===== config.mk =====
export PLATFORM = sky130hd
export DESIGN_NAME = csa_update
export DESIGN_NICKNAME = d
export VERILOG_FILES = /design/src/hw/rtl/csa_pkg.sv /design/src/hw/rtl/csa_update.sv
export SDC_FILE = /design/constraint.sdc
export NUM_CORES = 2
export LEC_CHECK = 0
export BUFFER_PORTS_ARGS = -buffer_cell sky130_fd_sc_hd__buf_4
export CORE_AREA = 2 2 338 340
export DETAILED_ROUTE_END_ITERATION = 6
export DIE_AREA = 0 0 340 342
export PLACE_DENSITY_LB_ADDON = 0.25
export SLEW_MARGIN = 15
export SYNTH_ARGS = -nofsm -noshare
export SYNTH_HDL_FRONTEND = slang
export SYNTH_SLANG_ARGS = --single-unit

===== constraint.sdc =====
create_clock -name vclk -period 24.7
set_clock_uncertainty 0.15 [all_clocks]
set_input_delay 3.705 -clock vclk [all_inputs]
set_output_delay 3.705 -clock vclk [all_outputs]
set_load 0.01 [all_outputs]

===== src/hw/rtl/csa_pkg.sv =====
`default_nettype none

package csa_pkg;

	// fixed field widths of the item and result channels
	localparam int unsigned COL_W      = 4;
	localparam int unsigned IN_VALUE_W = 32;
	localparam int unsigned CNT_W      = 32;
	localparam int unsigned MASK_W     = 16;

	// configuration port
	localparam int unsigned CFG_IDX_W  = 2;
	localparam int unsigned CFG_DATA_W = MASK_W;

	localparam logic [CFG_IDX_W-1:0] REG_STATS_EN = 2'd0;
	localparam logic [CFG_IDX_W-1:0] REG_ORDER_EN = 2'd1;
	localparam logic [CFG_IDX_W-1:0] REG_SIGNED   = 2'd2;

	// parameter defaults
	localparam int unsigned COLUMNS_DEF    = 16;
	localparam int unsigned VALUE_BITS_DEF = 32;

	// slots of the per-column value record
	localparam int unsigned NUM_VALS = 5;
	localparam int unsigned VAL_LOW  = 0;
	localparam int unsigned VAL_HIGH = 1;
	localparam int unsigned VAL_BEST = 2;
	localparam int unsigned VAL_G1   = 3;
	localparam int unsigned VAL_G2   = 4;

	typedef struct packed {
		logic [COL_W-1:0]      column;
		logic [IN_VALUE_W-1:0] value;
		logic                  is_null;
	} csa_item_t;

	typedef struct packed {
		logic [COL_W-1:0]      out_column;
		logic [CNT_W-1:0]      null_count;
		logic [CNT_W-1:0]      nonnull_count;
		logic [IN_VALUE_W-1:0] min_value;
		logic [CNT_W-1:0]      min_count;
		logic [IN_VALUE_W-1:0] max_value;
		logic [CNT_W-1:0]      max_count;
		logic [IN_VALUE_W-1:0] common_value;
		logic [CNT_W-1:0]      common_count;
		logic                  has_value;
	} csa_result_t;

	// per-column counters, one memory word
	typedef struct packed {
		logic             seen;
		logic [CNT_W-1:0] nulls;
		logic [CNT_W-1:0] nonnulls;
		logic [CNT_W-1:0] low_hits;
		logic [CNT_W-1:0] high_hits;
		logic [CNT_W-1:0] best_hits;
		logic [CNT_W-1:0] g1_total;
		logic [CNT_W-1:0] g1_recent;
		logic [CNT_W-1:0] g2_recent;
	} csa_counts_t;

	typedef struct packed {
		logic enabled;
		logic ordered;
		logic sgn;
		logic is_null;
	} csa_ctrl_t;

endpackage

`default_nettype wire


===== src/hw/rtl/csa_update.sv =====
`default_nettype none

module csa_update #(
	parameter int unsigned VALUE_BITS = csa_pkg::VALUE_BITS_DEF
) (
	input  wire csa_pkg::csa_ctrl_t                                 ctrl,
	input  wire logic [VALUE_BITS-1:0]                              v,
	input  wire csa_pkg::csa_counts_t                               cnt_cur,
	input  wire logic [csa_pkg::NUM_VALS-1:0][VALUE_BITS-1:0]       val_cur,
	output csa_pkg::csa_counts_t                                    cnt_nxt,
	output logic [csa_pkg::NUM_VALS-1:0][VALUE_BITS-1:0]            val_nxt
);

	localparam logic [VALUE_BITS-1:0] SIGN_BIT = {1'b1, {(VALUE_BITS-1){1'b0}}};
	localparam logic [csa_pkg::CNT_W-1:0] CNT_ONE = {{(csa_pkg::CNT_W-1){1'b0}}, 1'b1};

	function automatic logic [csa_pkg::CNT_W-1:0] sat_inc(input logic [csa_pkg::CNT_W-1:0] x);
		sat_inc = (&x) ? x : x + CNT_ONE;
	endfunction

	function automatic logic less(input logic [VALUE_BITS-1:0] a,
			input logic [VALUE_BITS-1:0] b, input logic sgn);
		logic [VALUE_BITS-1:0] flip;
		flip = sgn ? SIGN_BIT : '0;
		less = (a ^ flip) < (b ^ flip);
	endfunction

	csa_pkg::csa_counts_t                              c;
	logic [csa_pkg::NUM_VALS-1:0][VALUE_BITS-1:0]      vals;
	logic                                              hit;
	logic [VALUE_BITS-1:0]                             tv;
	logic [csa_pkg::CNT_W-1:0]                         tc;

	always_comb begin
		c    = cnt_cur;
		vals = val_cur;
		hit  = 1'b1;
		tv   = '0;
		tc   = '0;
		if (ctrl.enabled) begin
			if (ctrl.is_null) begin
				c.nulls = sat_inc(c.nulls);
			end else begin
				c.nonnulls = sat_inc(c.nonnulls);
				// first value seeds every bucket
				if (!c.seen) begin
					vals[csa_pkg::VAL_BEST] = v;
					vals[csa_pkg::VAL_G1]   = v;
					vals[csa_pkg::VAL_G2]   = v;
					vals[csa_pkg::VAL_LOW]  = v;
					vals[csa_pkg::VAL_HIGH] = v;
					c.best_hits = '0;
					c.g1_total  = CNT_ONE;
					c.g1_recent = CNT_ONE;
					c.g2_recent = CNT_ONE;
					c.low_hits  = '0;
					c.high_hits = '0;
					c.seen      = 1'b1;
				end
				if (ctrl.ordered) begin
					if (less(v, vals[csa_pkg::VAL_LOW], ctrl.sgn)) begin
						vals[csa_pkg::VAL_LOW] = v;
						c.low_hits = CNT_ONE;
					end else if (v == vals[csa_pkg::VAL_LOW]) begin
						c.low_hits = sat_inc(c.low_hits);
					end
					if (less(vals[csa_pkg::VAL_HIGH], v, ctrl.sgn)) begin
						vals[csa_pkg::VAL_HIGH] = v;
						c.high_hits = CNT_ONE;
					end else if (v == vals[csa_pkg::VAL_HIGH]) begin
						c.high_hits = sat_inc(c.high_hits);
					end
				end
				if (v == vals[csa_pkg::VAL_BEST]) begin
					c.best_hits = sat_inc(c.best_hits);
				end else if (v == vals[csa_pkg::VAL_G1]) begin
					c.g1_total  = sat_inc(c.g1_total);
					c.g1_recent = sat_inc(c.g1_recent);
				end else if (v == vals[csa_pkg::VAL_G2]) begin
					c.g2_recent = sat_inc(c.g2_recent);
				end else begin
					hit = 1'b0;
				end
				// second guess overtakes first guess
				if (c.g2_recent > c.g1_recent) begin
					tv = vals[csa_pkg::VAL_G1];
					vals[csa_pkg::VAL_G1] = vals[csa_pkg::VAL_G2];
					vals[csa_pkg::VAL_G2] = tv;
					tc = c.g1_recent;
					c.g1_recent = c.g2_recent;
					c.g2_recent = tc;
					c.g1_total  = c.g1_recent;
				end
				// first guess overtakes best
				if (c.g1_total > c.best_hits) begin
					tv = vals[csa_pkg::VAL_BEST];
					vals[csa_pkg::VAL_BEST] = vals[csa_pkg::VAL_G1];
					vals[csa_pkg::VAL_G1] = tv;
					tc = c.best_hits;
					c.best_hits = c.g1_total;
					c.g1_total  = tc;
					c.g1_recent = CNT_ONE;
					c.g2_recent = CNT_ONE;
				end
				// miss replaces the second guess
				if (!hit) begin
					vals[csa_pkg::VAL_G2] = v;
					c.g1_recent = CNT_ONE;
					c.g2_recent = CNT_ONE;
				end
			end
		end
		cnt_nxt = c;
		val_nxt = vals;
	end

endmodule

`default_nettype wire


# [Word-level counts from Yosys, hierarchy flattened]
# Cells that the tools add are included.
# W data, S select, Z words.
[op_classes] addsub=8 bitwise=3 n_eq_ne=5 n_reduce_logical=8 order_cmp=4 n_mux=51
[ops] cell="$mux W160" count=5
[ops] cell="$mux W32" count=22
[ops] cell="$mux W192" count=3
[ops] cell="$mux W96" count=6
[ops] cell="$mux W64" count=6
[ops] cell="$mux W257" count=1
[ops] cell="$add A32 B1 Y32 const B" count=8
[ops] cell="$reduce_and A32 Y1" count=8
[ops] cell="$mux W224" count=1
[ops] cell="$eq A32 B32 Y1" count=5
[ops] cell="$mux W128" count=1
[ops] cell="$xor A32 B32 Y32" count=3
[ops] cell="$gt A32 B32 Y1" count=2
[ops] cell="$lt A32 B32 Y1" count=2
[ops] cell="$mux W1" count=6
[word_totals] ff_bits=0 wordCells=79 input_bits=453 output_inout_bits=417

# [Logic depth before layout (Yosys ltp)]
[depth] ltp_word=19 depth_mapped=43 ltp_nobuf=32

# [Worst setup path before layout]
# OpenSTA, ideal clock, no wires.
[synth_path] path_type="in2out" start="input cnt_cur[256] in the netlist's numbering" end="output val_nxt[120] in the netlist's numbering" n_path_buf=12 slack_ns=9.505 stages=42 arrival_ns=11.340 required_time_ns=20.845 cell_sequence="buf_4 -> buf_4 -> buf_6 -> buf_4 -> buf_2 -> buf_2 -> clkbuf_1 -> and2_1 -> ha_1 -> inv_1 -> nor4_1 -> nand4_1 -> nand2_1 -> nor2_1 -> nand2_1 -> xnor2_1 -> nand2_1 -> ha_1 -> (+6 left out) -> clkbuf_1 -> clkbuf_1 -> nand2_1 -> o211ai_1 -> inv_1 -> ha_1 -> nand3_1 -> nor4_1 -> o21ai_0 -> a21oi_1 -> o21bai_1 -> a21oi_1 -> clkbuf_1 -> buf_1 -> nand2_1 -> o21ai_0 -> a21oi_1 -> o21ai_0"
[synth_rtl] item="start, declared" line="csa_update.sv:8" rtl="input wire csa_pkg::csa_counts_t cnt_cur,"
[synth_rtl] item="end, declared" line="csa_update.sv:11" rtl="output logic [csa_pkg::NUM_VALS-1:0][VALUE_BITS-1:0] val_nxt"

==> results.cfg <==
[run_status]
run_status = finished clean

[yosys]
synthTopCellsByArea = ha_1, nand2_1, xnor2_1
syn_area_sq_um = 18500
synth_common_cells = nand2_1, nor2_1, a21oi_1
syn-num-nets = 3622
seq_area_frac_synth_pct = 0
yosysTopAreaCell = ha_1
yosys.area.top_type_share_pct = 10.3
netlist_instances = 3017
ys.warnings.count = 0
yosysUniqueCellTypes = 86
yosysMostFrequentCell = nand2_1
syn_area_per_cell_sq_um = 6.12

[sta]
fin_crit_sh_pct = 77.6
final_max_slew_viol_count = 0
finalHoldViolCount = 0
setup_tns_ns = 0
max_freq_mhz = 52.1
relSlewSlack_pct = 27.9
tightest_slew_ns = 1.08
hold_slack_ns = 7.54
min_period_ns = 19.18
rsz0062_at_grt = false
finalSetupViolCount = 0

[drt]
via_per_inst = 5.20
dr.pass1.iters = 6
routedWlPerCell_microns = 28.7
num_vias = 27300
wl_mm = 151
drc_errors = 0
drt_first_iter_violations = 2482
detail-route-antenna-nets = 0

[worst_setup_path]
cp_data_required_time_ns = 20.85
slowest_stage = buf_4
critical_path_arrival_ns = 15.32
crit_top_cell = buf_4
worstPathMaxFanout = 79
critPathKind = in -> out
startpoint_type = input pin
critical_path.max_stage_delay_ns = 0.78
end_kind = primary output

[final_layout]
n_sequential_cell = 0
drive_gt1_share_pct = 28.1
n_clock_buffer = 0
multi_input_area_sq_um = 17300
area_growth_pct = 43.9
nets = 4336
fillCellCount = 13000
ff_latch_area_sq_um = 0

[floorplanning]
dieArea_sq_um = 116000
dieHeight_microns = 342
initial_core_util_pct = 16.3
rows = 124
die_w_microns = 340
num_io_pins = 870
coreArea_sq_um = 113000

[placement]
dp.final_hpwl_mm = 127
io_buffers = 870
place_congestion = 0.965

[power]
worst_ir_drop_vdd_mv = 0.0197
totalPowerFinal_mw = 0.689
power_density_nw_per_um2 = 25.9
leakagePower_nw = 11.5

[grt]
grt_pass1_wl_mm = 206
grt_pass1_vias = 26600
antenna_found_initial = 11
grtUsageTotal_pct = 24.2
grt-ovfl-total = 0
grt_start_max_net_pins = 88

[worst_hold_path]
hold_class = in -> out

[job]
cap_viol_max_count = 0

[clocking]
cts_resized = 0
cts_setup_buffers = 0
ctsHoldBuffers = 0
-- worst max-delay path, delay by kind of cell --
family	cells	cell delay [ns]
compound gates	13	4.38
buf+inv	6	2.79
fa+ha+maj	2	0.55
xor+xnor	1	0.51
simple gates	11	3.16
-- stage by stage --
stage	util (%)	area [sq um]	setup slack, ns	cells
3_5_place_dp	23.5	26600	5.63	5241
3_3_place_gp	23.5	26500	5.75	5240
2_1_floorplan	-	18500	9.50	3017
5_1_grt	23.5	26600	4.76	5245
4_1_cts	23.5	26600	5.59	5241
6_report	23.5	26600	5.52	5245
-- final timing paths --
| kind | from | end | slack [ns] | cells after the start |
|---|---|---|---|---|
| setup / recovery | cnt_cur[256] | cnt_nxt[6] | 5.52 | 33 |
| hold / removal | cnt_cur[205] | cnt_nxt[205] | 7.54 | 3 |
-- layer usage --
| layer | track usage (%) | up-vias | routed length, microns |
|---|---|---|---|
| li1 | - | 12500 | - |
| met5 | 0 | - | 80 |
| met3 | 3.35 | 211 | 9570 |
| met4 | 8.31 | 12 | 6030 |
| met2 | 42.3 | 1348 | 72500 |
| met1 | 30.3 | 13200 | 62400 |
-- placed cells by master, fill, tap and decap left out, drive strengths merged, types with 38 or more instances in the layout --
cell type  synthesis  routed
a21o              65      65
a21oi            222     222
and3              71      71
buf               77     915
ha               152     152
inv              118     117
mux2              73      73
mux2i             41      41
nand2            421     421
nand3            135     135
nand4            104     104
nor2             315     315
nor3              82      82
nor4              48      48
o21ai            194     194
o221ai            38      38
o22ai             97      97
xnor2            149     149
xor2              80      80
-- kinds of logic after synthesis --
group	after synthesis	synth area share (%)
AO/OA/AOI/OAI	871	30.4
buffers and inverters	321	6.94
AND/OR/NAND/NOR	1330	34.8
multiplexers	114	6.67
XOR/XNOR	229	10.9
adder cells (fa/ha/maj)	152	10.3
-- power breakdown --
| part | internal [mW] | leakage (nW) | switching (mW) |
|---|---|---|---|
| Combinational | 0.261 | 11.5 | 0.427 |
| Sequential | 0 | 0 | 0 |
| Clock | 0.0000000219 | 0.0000254 | 0 |
-- final cells by class --
class / count / area share, %
multi-input combinational: 2696 / 65.2
tap: 1512 / 7.12
timing repair buffer: 915 / 25.9
antenna: 4 / 0.0377
inverter: 118 / 1.67
(Power assumes the default switching activity.)
